**src/rtl/core/lkc_pkg.sv**
```systemverilog
// Shared constants and types for the LRU key cache core.
// No dependencies; every other file imports this package.
package lkc_pkg;

  localparam int ENTRIES    = 16;
  localparam int IDX_W      = $clog2(ENTRIES);
  localparam int KEY_W      = 32;
  localparam int SLOT_OUT_W = 4;

  typedef logic [KEY_W-1:0] key_t;
  typedef logic [IDX_W-1:0] idx_t;

  // Outcome of the directory search for one key.
  typedef struct packed {
    logic hit;
    idx_t slot;
    logic ev_valid;
    key_t ev_key;
  } lookup_t;

  // Directory update request.
  typedef struct packed {
    logic en;
    logic miss;
    idx_t slot;
    key_t key;
  } upd_t;

endpackage

```
**src/rtl/core/lkc_in_if.sv**
```systemverilog
// Lookup request channel: valid/ready handshake carrying one key.
// Depends on lkc_pkg.
interface lkc_in_if
  import lkc_pkg::*;
();
  logic valid;
  logic ready;
  key_t lookup_key;

  modport source (output valid, output lookup_key, input ready);
  modport sink   (input valid, input lookup_key, output ready);
endinterface

```
**src/rtl/core/lkc_out_if.sv**
```systemverilog
// Lookup result channel: valid/ready handshake carrying one result.
// Depends on lkc_pkg.
interface lkc_out_if
  import lkc_pkg::*;
();
  logic                  valid;
  logic                  ready;
  logic                  hit;
  logic [SLOT_OUT_W-1:0] slot_index;
  logic                  evicted_valid;
  key_t                  evicted_key;
  logic                  bad_key;

  modport source (output valid, output hit, output slot_index, output evicted_valid,
                  output evicted_key, output bad_key, input ready);
  modport sink   (input valid, input hit, input slot_index, input evicted_valid,
                  input evicted_key, input bad_key, output ready);
endinterface

```
**src/rtl/core/lkc_lookup.sv**
```systemverilog
// Parallel key compare and victim selection over all directory slots.
// Depends on lkc_pkg.
module lkc_lookup
  import lkc_pkg::*;
(
  input  key_t          key,
  input  key_t          keys     [ENTRIES],
  input  logic          occupied [ENTRIES],
  input  idx_t          rank     [ENTRIES],
  output lookup_t       res
);

  logic hit_any;
  idx_t hit_slot;
  idx_t lru_slot;

  always_comb begin
    hit_any  = 1'b0;
    hit_slot = '0;
    lru_slot = '0;
    // scan downward so the lowest matching slot wins
    for (int i = ENTRIES - 1; i >= 0; i--) begin
      if (occupied[i] && keys[i] == key) begin
        hit_any  = 1'b1;
        hit_slot = IDX_W'(i);
      end
      if (rank[i] == IDX_W'(ENTRIES - 1)) begin
        lru_slot = IDX_W'(i);
      end
    end
  end

  always_comb begin
    res.hit      = hit_any;
    res.slot     = hit_any ? hit_slot : lru_slot;
    res.ev_valid = !hit_any && occupied[lru_slot];
    res.ev_key   = res.ev_valid ? keys[lru_slot] : '0;
  end

endmodule

```
**src/rtl/core/lkc_dir.sv**
```systemverilog
// Directory storage: slot keys, occupancy flags and recency ranks.
// Depends on lkc_pkg.
module lkc_dir
  import lkc_pkg::*;
(
  input  logic clk,
  input  logic rst,
  input  upd_t upd,
  output key_t keys     [ENTRIES],
  output logic occupied [ENTRIES],
  output idx_t rank     [ENTRIES]
);

  idx_t rank_sel;

  assign rank_sel = rank[upd.slot];

  // keys carry no reset; occupancy gates every use
  always_ff @(posedge clk) begin
    if (upd.en && upd.miss) begin
      keys[upd.slot] <= upd.key;
    end
  end

  always_ff @(posedge clk) begin
    if (rst) begin
      for (int i = 0; i < ENTRIES; i++) begin
        occupied[i] <= 1'b0;
        rank[i]     <= IDX_W'(i);
      end
    end else if (upd.en) begin
      if (upd.miss) begin
        occupied[upd.slot] <= 1'b1;
      end
      // promote the slot, age everything more recent than it
      for (int i = 0; i < ENTRIES; i++) begin
        if (IDX_W'(i) == upd.slot) begin
          rank[i] <= '0;
        end else if (rank[i] < rank_sel) begin
          rank[i] <= rank[i] + 1'b1;
        end
      end
    end
  end

  logic [ENTRIES-1:0] is_mru;
  logic [ENTRIES-1:0] is_lru;

  always_comb begin
    for (int i = 0; i < ENTRIES; i++) begin
      is_mru[i] = (rank[i] == '0);
      is_lru[i] = (rank[i] == IDX_W'(ENTRIES - 1));
    end
  end

  a_one_mru : assert property (@(posedge clk) disable iff (rst) $onehot(is_mru))
    else $error("recency ranks hold no single most recent slot");
  a_one_lru : assert property (@(posedge clk) disable iff (rst) $onehot(is_lru))
    else $error("recency ranks hold no single least recent slot");
  a_promote : assert property (@(posedge clk) disable iff (rst)
    upd.en |=> rank[$past(upd.slot)] == '0)
    else $error("accessed slot did not become most recent");
  a_fill : assert property (@(posedge clk) disable iff (rst)
    (upd.en && upd.miss) |=> occupied[$past(upd.slot)] && keys[$past(upd.slot)] == $past(upd.key))
    else $error("miss did not record key in its slot");

endmodule

```
**src/rtl/core/lru_key_cache_core.sv**
```systemverilog
// LRU key cache core: fully associative 16-slot key directory, LRU replacement.
// Each accepted key is held in the input register; its result is then captured in the
//   result register, which waits while an earlier result is still held and not taken.
// Throughput: one lookup per cycle while the result channel is not stalled; the key
//   compare and rank update happen between the input register and the result register.
// Reset (synchronous): all slots empty, slot i at rank i, so the first miss fills
//   the last slot. No clearing pass; lookups are accepted right after reset.
module lru_key_cache_core
  import lkc_pkg::*;
(
  input logic      clk,
  input logic      rst,
  lkc_in_if.sink   lookup,
  lkc_out_if.source result
);

  // Input register stage.
  logic s1_valid;
  key_t s1_key;

  // Result register stage.
  logic                  out_valid;
  logic                  out_hit;
  logic [SLOT_OUT_W-1:0] out_slot;
  logic                  out_ev_valid;
  key_t                  out_ev_key;
  logic                  out_bad;

  logic    advance;
  logic    bad;
  lookup_t lk;
  upd_t    upd;

  key_t dir_keys     [ENTRIES];
  logic dir_occupied [ENTRIES];
  idx_t dir_rank     [ENTRIES];

  // Advance the held key whenever the result register is free or draining.
  assign advance      = s1_valid && (!out_valid || result.ready);
  assign lookup.ready = !s1_valid || advance;
  assign bad          = (s1_key == '0);

  always_ff @(posedge clk) begin
    if (rst) begin
      s1_valid <= 1'b0;
    end else if (lookup.ready) begin
      s1_valid <= lookup.valid;
    end
  end

  always_ff @(posedge clk) begin
    if (lookup.ready && lookup.valid) begin
      s1_key <= lookup.lookup_key;
    end
  end

  lkc_lookup u_lookup (
    .key      (s1_key),
    .keys     (dir_keys),
    .occupied (dir_occupied),
    .rank     (dir_rank),
    .res      (lk)
  );

  // Drop state updates for a zero key; it only raises the flag.
  always_comb begin
    upd.en   = advance && !bad;
    upd.miss = !lk.hit;
    upd.slot = lk.slot;
    upd.key  = s1_key;
  end

  lkc_dir u_dir (
    .clk      (clk),
    .rst      (rst),
    .upd      (upd),
    .keys     (dir_keys),
    .occupied (dir_occupied),
    .rank     (dir_rank)
  );

  always_ff @(posedge clk) begin
    if (rst) begin
      out_valid <= 1'b0;
    end else if (advance) begin
      out_valid <= 1'b1;
    end else if (result.ready) begin
      out_valid <= 1'b0;
    end
  end

  // Capture the result; zero every field but the flag for a bad key.
  always_ff @(posedge clk) begin
    if (advance) begin
      out_bad      <= bad;
      out_hit      <= !bad && lk.hit;
      out_slot     <= bad ? '0 : SLOT_OUT_W'(lk.slot);
      out_ev_valid <= !bad && lk.ev_valid;
      out_ev_key   <= bad ? '0 : lk.ev_key;
    end
  end

  assign result.valid         = out_valid;
  assign result.hit           = out_hit;
  assign result.slot_index    = out_slot;
  assign result.evicted_valid = out_ev_valid;
  assign result.evicted_key   = out_ev_key;
  assign result.bad_key       = out_bad;

endmodule

```
**src/flat_wrapper.sv**
```systemverilog
// flat-port wrapper written by rule: the top's interface ports become plain ports
module lru_key_cache_core_flat import lkc_pkg::*;
  (clk, rst, lookup_valid, lookup_lookup_key, lookup_ready, result_valid, result_hit, result_slot_index, result_evicted_valid, result_evicted_key, result_bad_key, result_ready);
  lkc_in_if lookup_i ();
  lkc_out_if result_i ();
  input logic clk;
  input logic rst;
  input wire logic [$bits(lookup_i.valid)-1:0] lookup_valid;
  input wire logic [$bits(lookup_i.lookup_key)-1:0] lookup_lookup_key;
  output wire logic [$bits(lookup_i.ready)-1:0] lookup_ready;
  output wire logic [$bits(result_i.valid)-1:0] result_valid;
  output wire logic [$bits(result_i.hit)-1:0] result_hit;
  output wire logic [$bits(result_i.slot_index)-1:0] result_slot_index;
  output wire logic [$bits(result_i.evicted_valid)-1:0] result_evicted_valid;
  output wire logic [$bits(result_i.evicted_key)-1:0] result_evicted_key;
  output wire logic [$bits(result_i.bad_key)-1:0] result_bad_key;
  input wire logic [$bits(result_i.ready)-1:0] result_ready;
  assign lookup_i.valid = lookup_valid;
  assign lookup_i.lookup_key = lookup_lookup_key;
  assign lookup_ready = lookup_i.ready;
  assign result_valid = result_i.valid;
  assign result_hit = result_i.hit;
  assign result_slot_index = result_i.slot_index;
  assign result_evicted_valid = result_i.evicted_valid;
  assign result_evicted_key = result_i.evicted_key;
  assign result_bad_key = result_i.bad_key;
  assign result_i.ready = result_ready;
  lru_key_cache_core u_core (.clk(clk), .rst(rst), .lookup(lookup_i), .result(result_i));
endmodule
```
**config.mk**
```make
export PLATFORM = sky130hd
export DESIGN_NAME = lru_key_cache_core_flat
export DESIGN_NICKNAME = d
export VERILOG_FILES = /design/src/rtl/core/lkc_pkg.sv /design/src/rtl/core/lkc_in_if.sv /design/src/rtl/core/lkc_out_if.sv /design/src/rtl/core/lkc_lookup.sv /design/src/rtl/core/lkc_dir.sv /design/src/rtl/core/lru_key_cache_core.sv /design/src/flat_wrapper.sv
export SDC_FILE = /design/constraint.sdc
export NUM_CORES = 1
export LEC_CHECK = 0
export ABC_AREA = 1
export BUFFER_PORTS_ARGS = -buffer_cell sky130_fd_sc_hd__buf_2
export CORE_MARGIN = 4
export CORE_UTILIZATION = 30
export CTS_CLUSTER_DIAMETER = 50
export DETAILED_ROUTE_END_ITERATION = 16
export PLACE_DENSITY = 0.43
export SLEW_MARGIN = 15
export SYNTH_ARGS = -nofsm -noshare
export SYNTH_HDL_FRONTEND = slang
export SYNTH_SLANG_ARGS = --single-unit
```
**constraint.sdc**
```tcl
create_clock -name clk -period 7.1 [get_ports clk]
set_input_delay 0 -clock clk [delete_from_list [all_inputs] [get_ports clk]]
set_output_delay 0 -clock clk [all_outputs]
set_load 0.01 [all_outputs]
```
=== After elaboration in Yosys (flattened, before gate mapping) ===
Cells that the tools add are included.
Widths: inputs -> output; s select.

* Register bits after elaboration: 665
* Input port bits: 36
* Output and inout bits: 41
* Logic and storage cells: 307

* $add $sub $neg: 16
* Magnitude comparators: 19
* Equality and inequality tests: 47
* Multiplexer cells: 97
* Bitwise logic cells: 5
* Reduce and logical (&&, ||, !) cells: 67

{| class="wikitable"
|+ Operator list
! operator !! number
|-
| $bwmux 512 || 1
|-
| $eq 32x32->1 || 16
|-
| $mux 4 || 67
|-
| $bmux 32 s4 || 1
|-
| $demux 32 s4 || 1
|-
| $mux 32 || 3
|-
| $add 4x1->4 const B || 16
|-
| $eq 4x4->1 const B || 16
|-
| $lt 4x4->1 || 16
|-
| $reduce_and 2->1 || 17
|-
| $reduce_bool 2->1 || 17
|-
| $eq 4x4->1 const A || 8
|-
| $logic_not 32->1 || 1
|-
| $logic_and 1x1->1 || 24
|-
| $mux 1 || 21
|-
| $bmux 4 s4 || 1
|-
| $eq 3x4->1 const A || 4
|-
| $or 16x16->16 || 1
|-
| $ge 5x5->1 const B || 2
|-
| $not 4->5 || 2
|-
| $eq 2x4->1 const A || 2
|-
| $lt 5x1->1 const B || 1
|-
| $bmux 1 s4 || 1
|-
| $demux 1 s4 || 1
|-
| other kinds (6) || 11
|}

=== Depth between registers and ports, before layout ===
Gate-level depths: netlist of run 1.

* Word-level depth: 26
* Mapped depth: 45
* Gate-level depth less buffers: 42

=== Hierarchy ===
Synthesis of run 1 repeated with hierarchy kept, for this count alone.

* Cells, all modules: 3945
* Area, all modules: 36791.5 um2

{| class="wikitable"
|+ Modules (own cells, without submodules)
! module !! times used !! cells each !! area each (um2) !! sequential area each (um2)
|-
| lkc_dir || 1 || 1350 || 21032.7 || 16976.3
|-
| lkc_lookup || 1 || 2401 || 13077.5 || 0.0
|-
| lru_key_cache_core || 1 || 194 || 2681.3 || 2172.1
|}

=== Least setup slack after synthesis of run 1 ===
No wires, ideal clock.

* Path type: register to register
* Start: register u_core.s1_key[19]
* End: register u_core.u_dir.rank[30] in the netlist's numbering
* Setup time: 115 ps
* Arrival: 4617 ps
* Data required time: 6985 ps
* Slack: 2368 ps
* Cell stages (with the launch flop): 30
* Buffers on the path: 4
* Period minus slack after synthesis: 4732 ps
* Cell sequence: edfxtp_1 -> buf_4 -> inv_2 -> buf_6 -> a22o_1 -> a21oi_1 -> nand3_1 -> a211oi_1 -> nand2_1 -> o21a_1 -> nand2_2 -> nor2_4 -> nand2_8 -> o21a_2 -> nand2_4 -> nand2_4 -> buf_6 -> nor2_1 -> inv_1 -> clkbuf_1 -> o22ai_1 -> o21ai_0 -> nand3b_1 -> ha_1 -> a211oi_1 -> nand2_2 -> nand2_1 -> nand3_1 -> nand3_1 -> nor2_1

* Cells in the longest elaborated chain, start to end: 26
* Elaborated cells on any way between the ends: 77
* Those cells by class: order compare: 1; eq/ne: 17; mux: 37; bitwise: 1; reduce/logical: 21

{| class="wikitable"
|+ RTL lines
! item !! line !! text
|-
| from (decl) || lru_key_cache_core.sv:19 || <nowiki>key_t s1_key;</nowiki>
|-
| from (signal assigned) || lru_key_cache_core.sv:53 || <nowiki>s1_key <= lookup.lookup_key;</nowiki>
|-
| $eq 32x32->1 || lkc_lookup.sv:23 || <nowiki>if (occupied[i] && keys[i] == key) begin</nowiki>
|-
| $logic_and 1x1->1 || lkc_lookup.sv:23 ||
|-
| $mux 4 / $mux 1 (equally long branches) (16 in series) || lkc_lookup.sv:23 ||
|-
| $mux 4 || lkc_lookup.sv:35 || <nowiki>res.slot = hit_any ? hit_slot : lru_slot;</nowiki>
|-
| $not 4->5 (not written as such) || lkc_dir.sv:16 || <nowiki>assign rank_sel = rank[upd.slot];</nowiki>
|-
| $bmux 4 s4 || lkc_dir.sv:16 ||
|-
| $mux 4 (not written as such) (2 in series) || lkc_dir.sv:16 ||
|-
| $lt 4x4->1 || lkc_dir.sv:39 || <nowiki>end else if (rank[i] < rank_sel) begin</nowiki>
|-
| $reduce_bool 2->1 (no line) || -- ||
|-
| $reduce_and 2->1 (no line) || -- ||
|-
| to (signal, indexed assignment) || lkc_dir.sv:29 || <nowiki>rank[i] <= IDX_W'(i);</nowiki>
|-
| to (signal, indexed assignment) || lkc_dir.sv:40 || <nowiki>rank[i] <= rank[i] + 1'b1;</nowiki>
|-
| to (decl) || lkc_dir.sv:11 || <nowiki>output idx_t rank [ENTRIES]</nowiki>
|}

Parallel ways exist; a longest one is shown, timed or not. The select of a mux whose other input is x is not followed.
A chain may end at the register's enable or synchronous reset.

=== Worst setup path in the final report of run 1 ===
* Start: register u_core.s1_key[0]
* End: register u_core.u_dir.rank[30] in the netlist's numbering

The elaborated chain is that of the path after synthesis.

==> results of run 1 <==
-- worst min-delay path by stage --
stage                                     start  slack [ns]                end
after floorplan            lookup_lookup_key[0]         0.1   u_core.s1_key[0]
after global placement     lookup_lookup_key[3]        0.18   u_core.s1_key[3]
after detailed placement   lookup_lookup_key[6]        0.18   u_core.s1_key[6]
after CTS                  lookup_lookup_key[7]      0.0003   u_core.s1_key[7]
after global routing       lookup_lookup_key[2]        0.02   u_core.s1_key[2]
final                     lookup_lookup_key[27]        0.03  u_core.s1_key[27]
-- stage by stage --
| step | util [%] | hold slack [ns] | cell area [sq um] | cells |
|---|---|---|---|---|
| global placement | 32.2 | 0.176 | 38100 | 5344 |
| floorplan | - | 0.0989 | 35700 | 3818 |
| global route | 35.8 | 0.0220 | 42300 | 5607 |
| detailed placement | 32.2 | 0.178 | 38100 | 5344 |
| finish | 35.9 | 0.0314 | 42300 | 5608 |
| CTS | 35.8 | 0.000288 | 42300 | 5607 |
-- kinds of logic after synthesis --
kind of cell               Yosys count
AOI/OAI and AO/OA                  932
xor gates and xnor gates           162
adders and majority gates           64
buffers and inverters              586
DFF                                665
and+or+nand+nor                   1409
-- cell usage in the layout (no fill, tap or decap), types with 22 or more instances in the layout --
| cell type | instances |
|---|---|
| xor2_1 | 27 |
| ha_1 | 64 |
| a21oi_1 | 168 |
| nand4_1 | 76 |
| nand2_1 | 628 |
| o211ai_1 | 60 |
| nor4_1 | 38 |
| o21ai_0 | 329 |
| inv_6 | 22 |
| inv_1 | 333 |
| dlygate4sd3_1 | 63 |
| a211oi_1 | 40 |
| clkbuf_16 | 109 |
| o21ai_1 | 28 |
| xnor2_1 | 134 |
| nor2_1 | 336 |
| inv_2 | 35 |
| nand3_1 | 193 |
| o22ai_1 | 206 |
| o221ai_1 | 29 |
| edfxtp_1 | 583 |
| dfxtp_1 | 82 |
| buf_2 | 76 |
| buf_4 | 116 |
-- flip-flops by register name, indices dropped and copies added, names as in the netlist --
signal                       cells
u_core.u_dir.keys              512
u_core.result.bad_key            1
u_core.result.valid              1
u_core.s1_key                   32
u_core.u_dir.occupied           16
u_core.s1_valid                  1
u_core.result.evicted_key       32
u_core.u_dir.rank               64
u_core.result.slot_index         4
u_core.result.evicted_valid      1
u_core.result.hit                1
-- per-layer routing --
layer / GRT usage (%) / vias to the layer above / share of wire (%)
li1: - / 13900 / -
met1: 35.3 / 15300 / 43
met2: 37.8 / 1586 / 43
met3: 4.54 / 305 / 8.6
met4: 12.1 / 0 / 5.3
met5: 0 / - / 0
-- final cells by class --
class                      instances  area share, %
inverter                         377           3.38
timing repair buffer             262           4.78
clock inverter                    77           2.02
clock buffer                     123           6.59
antenna                            1        0.00591
sequential                       665           45.2
multi-input combinational       2567           33.5
tap                             1536           4.54
-- worst register-to-register path, stage by stage, from the launching register on --
cell and delay, ns:
edfxtp_1 0.63, inv_2 0.61, o22ai_1 0.19, nor4_1 0.65, nand4_1 0.16, nor2_1 0.24
nand3_1 0.23, and2_1 0.26, nand2_2 0.10, nor2_4 0.05, nand2_8 0.10, nand2_1 0.06
o21ai_1 0.39, nand2_1 0.46, buf_4 0.28, o22ai_1 0.15, a221oi_1 0.07, o22ai_1 0.16
nand3b_1 0.15, buf_4 0.19, ha_1 0.27, a211oi_1 0.41, nand2_2 0.14, nand2_1 0.10
nand3_1 0.07, nand3_1 0.08, nor2_1 0.05
==> impl_metrics.json, run 1 <==
{
  "status": "finished, final reports clean",
  "cts_setup_buffers": 0,
  "crit_start": "u_core.s1_key[0]",
  "wire_per_inst_microns": 29.1,
  "synthArstFlopShare_pct": 0,
  "place_ws_ns": 1.01,
  "cp.depth": 26,
  "clk_latency_ns": 0.70,
  "ios": 77,
  "synth-main-ff-cell": "edfxtp_1",
  "fillers": 12000,
  "multi_input_area_sq_um": 14200,
  "grt.overflow.total": 0,
  "grt_pass1_vias": 28900,
  "crit_family": "simple AND/OR/NAND/NOR gates",
  "rr_startpoint": "u_core.s1_key[0]",
  "syn-num-nets": 3918,
  "grt_max_degree": 98,
  "synth_area_leader_cell": "edfxtp_1",
  "cts_max_level": 3,
  "yosys.area_share.simple_pct": 17.5,
  "dp_hpwl_microns": 116000,
  "register_area_sq_um": 19100,
  "cts_tree": "done",
  "period_needed_ns": 6.36,
  "relSlewSlack_pct": 24.0,
  "track_usage_pct": 25.3,
  "core_area_sq_um": 118000,
  "synth_commonest_cells": "nand2_1 (630), edfxtp_1 (583), nor2_1 (353)",
  "drt_pass1_iterations": 6,
  "drtIter0Drc": 3792,
  "die_h_microns": 353,
  "die_w_microns": 353,
  "finClkSkew_ns": 0.0300,
  "numCtsBuffers": 106,
  "avgViaCountPerCell": 5.55,
  "start_kind": "flip-flop",
  "cp.required_ns": 7.68,
  "grt_antenna_before_repair": 3,
  "crit_type": "reg2reg",
  "clock_sinks": 665,
  "cp.arrival_ns": 6.94,
  "holdPathStages": 2,
  "yosysUniqueCellTypes": 61,
  "setup_ws_ns": 0.740,
  "syn_avg_cell_area_sq_um": 9.35,
  "rows": 126,
  "slowest_stage": "nor4_1",
  "vias": 31100,
  "port_buffers": 76,
  "clkTransAtPathRegs_ns": 0.06,
  "tns_ns": 0,
  "yosysWarnings": 0,
  "drc": 0,
  "synth_top_area_share_pct": 49.0,
  "netlist_area_sq_um": 35700,
  "hp-class": "in2reg",
  "synth_compound_area_share_pct": 15.4,
  "synth_mux_area_share_pct": 0,
  "wl_microns": 163000,
  "crit_end": "u_core.u_dir.rank[30]",
  "report.final.slew_viol_count": 0,
  "end_kind": "flip-flop",
  "yosys-top-cells-area": "edfxtp_1 (49%), nand2_1 (6.6%), o21ai_0 (4.6%)",
  "worstPathBufferInverterCount": 3,
  "rsz0062_at_grt": "no",
  "yosys_register_bits": 665,
  "synth_adder_area_share_pct": 2.24,
  "grt_pass1_wl_microns": 227000,
  "cts_resized": 0,
  "start_util_pct": 30.2,
  "tightest_slew_ns": 1.13,
  "routabilityCongestion": 0.936,
  "die_area_sq_um": 125000,
  "root_buffer": "clkbuf_16",
  "ant_nets": 0,
  "ys_seq_area_share_pct": 53.6,
  "drive_gt1_share_pct": 12.8,
  "rr_endpoint": "u_core.u_dir.rank[30]",
  "finalSetupViolations": 0,
  "hold_viol_final": 0,
  "clockBufferDepth": 3,
  "areaGrowthSynthToFinish_pct": 18.5,
  "synth_xor_area_share_pct": 3.99,
  "fmax_mhz": 157,
  "cpPeakStageDelay_ns": 0.65,
  "worstPathMaxFanout": 19,
  "min_period_over_period_pct": 89.6,
  "synth_cells": 3818,
  "synth_most_common_cell": "nand2_1",
  "cts.hold.buffers_added": 63,
  "rrSetupSlack_ns": 0.74,
  "fin_nets": 4079,
  "synth_top_family_by_area": "simple AND/OR/NAND/NOR gates",
  "reg2regPathDepth": 26,
  "synth_edf_count": 583,
  "cap_viol_max_count": 0
}
Power of run 1 is left out: the tool's default activity adds up to more than one toggle a clock period on the data nets, which glitch-free logic cannot reach.
==> inputs of run 2 (changes only) <==
Settings changed: RECOVER_POWER set to 100.
==> impl_metrics.json, run 2 (synthesis gave the netlist of run 1 again) <==
{
  "drive_gt1_share_pct": 10.2,
  "drt_pass1_iterations": 6,
  "wl_microns": 163000,
  "largest_reg_flops": 512,
  "reg_top3": "u_core.u_dir.keys x512, u_core.u_dir.rank x64",
  "layout_commonest_cell": "nand2_1",
  "cp.required_ns": 7.71,
  "rsz0062_at_grt": "no",
  "finalSetupViolations": 0,
  "root_buffer": "clkbuf_16",
  "fillers": 12100,
  "fin_nets": 4079,
  "clockBufferDepth": 3,
  "port_buffers": 76,
  "period_needed_ns": 6.50,
  "core_area_sq_um": 118000,
  "cts_max_level": 3,
  "end_kind": "flip-flop",
  "cpPeakStageDelay_ns": 0.83,
  "cp.arrival_ns": 7.11,
  "clk_latency_ns": 0.70,
  "crit_chain": "clkbuf_1, xnor2_1, nand4_1, nor2_1, and3_1, nand3_1, and2_4, nand2_1, nor2_4, nand2_8, o21ai_1, nand2_1, clkbuf_1, o22ai_1, a221oi_1, o22ai_1, nand3b_1, buf_4, ha_1, a211oi_1, o21ai_0, a21oi_1, nand2_1, a21oi_1",
  "drtIter0Drc": 3729,
  "ant_nets": 0,
  "rows": 126,
  "fmax_mhz": 154,
  "ios": 77,
  "crit_family": "simple AND/OR/NAND/NOR gates",
  "avgViaCountPerCell": 5.50,
  "slowest_stage": "edfxtp_1",
  "worstPathMaxFanout": 13,
  "mostFrequentLayoutCells": "nand2_1 (643), edfxtp_1 (583), nor2_1 (336), inv_1 (334), o21ai_0 (330)",
  "status": "finished with violations",
  "die_h_microns": 353,
  "tns_ns": 0,
  "areaGrowthSynthToFinish_pct": 17.5,
  "top_register": "u_core.u_dir.keys",
  "hold_slack_ns": 0.0321,
  "relSlewSlack_pct": -96.7,
  "place_area_sq_um": 38100,
  "die_w_microns": 353,
  "drc": 0,
  "min_period_over_period_pct": 91.5,
  "grt.overflow.total": 0,
  "die_area_sq_um": 125000,
  "hp-class": "in2reg",
  "cts_tree": "done",
  "start_util_pct": 30.2,
  "hold_viol_final": 0,
  "worstPathBufferInverterCount": 3,
  "wire_per_inst_microns": 29.1,
  "track_usage_pct": 25.3,
  "grt_pass1_wl_microns": 227000,
  "tightest_slew_ns": 2.95,
  "crit_type": "reg2reg",
  "dp_hpwl_microns": 116000,
  "vias": 30900,
  "cap_viol_max_count": 5,
  "report.final.slew_viol_count": 204,
  "grt_max_degree": 98,
  "final_area_sq_um": 42000,
  "violations": "max-capacitance violations, max-slew violations",
  "clock_sinks": 665,
  "timing.critical_path.mode_cell": "nand2_1",
  "grt_pass1_vias": 28900,
  "numCtsBuffers": 106,
  "grt_antenna_before_repair": 2,
  "finClkSkew_ns": 0.0299,
  "cts_setup_buffers": 0,
  "routabilityCongestion": 0.936,
  "start_kind": "flip-flop",
  "clkTransAtPathRegs_ns": 0.06
}
-- run 2: changes by cell type in the layout (fill, tap and decap cells not counted), sizes merged --
cell / previous run / this run
buf: 199 / 97
clkbuf: 123 / 225
clkinv: 37 / 38
inv: 399 / 398
-- run 2: stage by stage --
step	setup WS [ns]	utilization, %	cells
6_report	0.604	35.6	5608
5_1_grt	0.243	35.5	5607
4_1_cts	0.999	35.8	5607
3_5_place_dp	1.01	32.2	5344
3_3_place_gp	1.09	32.2	5344
2_1_floorplan	2.37	-	3818
-- run 2: worst paths after layout --
| kind | start | end | slack (ns) | depth (start not counted) |
|---|---|---|---|---|
| worst max-delay path | u_core.s1_key[16] | u_core.u_dir.rank[61] | 0.60 | 24 |
| worst min-delay path | lookup_lookup_key[7] | u_core.s1_key[7] | 0.03 | 2 |
| worst max register to register | u_core.s1_key[16] | u_core.u_dir.rank[61] | 0.60 | 24 |
| worst min register to register | u_core.u_dir.occupied[10] | u_core.u_dir.occupied[10] | 0.46 | 1 |
-- run 2: metal layers --
metal | up-vias | share of wire (%) | wire [microns] | GRT usage [%]
li1 | 13900 | - | - | -
met1 | 15100 | 43 | 70600 | 35.3
met2 | 1547 | 43 | 69500 | 37.8
met3 | 318 | 8.5 | 13900 | 4.54
met4 | 0 | 5.5 | 9000 | 12.1
met5 | - | 0 | 0 | 0
-- run 2: timing repair --
action | 4_1_cts | 5_1_grt
hold buffers | 63 | 0
resized for setup | 0 | 0
hold endpoints to repair | 47 | 0
endpoints found under the setup margin | 0 | 0
-- run 2: area by class of cell --
cell class / instances / area [sq um] / area share (%)
flip-flops and latches: 665 / 19100 / 45.6
clock inverters: 77 / 853 / 2.03
inverters: 377 / 1430 / 3.41
clock buffers: 123 / 2790 / 6.65
well taps: 1536 / 1920 / 4.58
multi-input cells: 2567 / 14100 / 33.5
repair buffers: 262 / 1760 / 4.18
diodes: 1 / 2.50 / 0.00596
Power of run 2 is left out for the same reason.
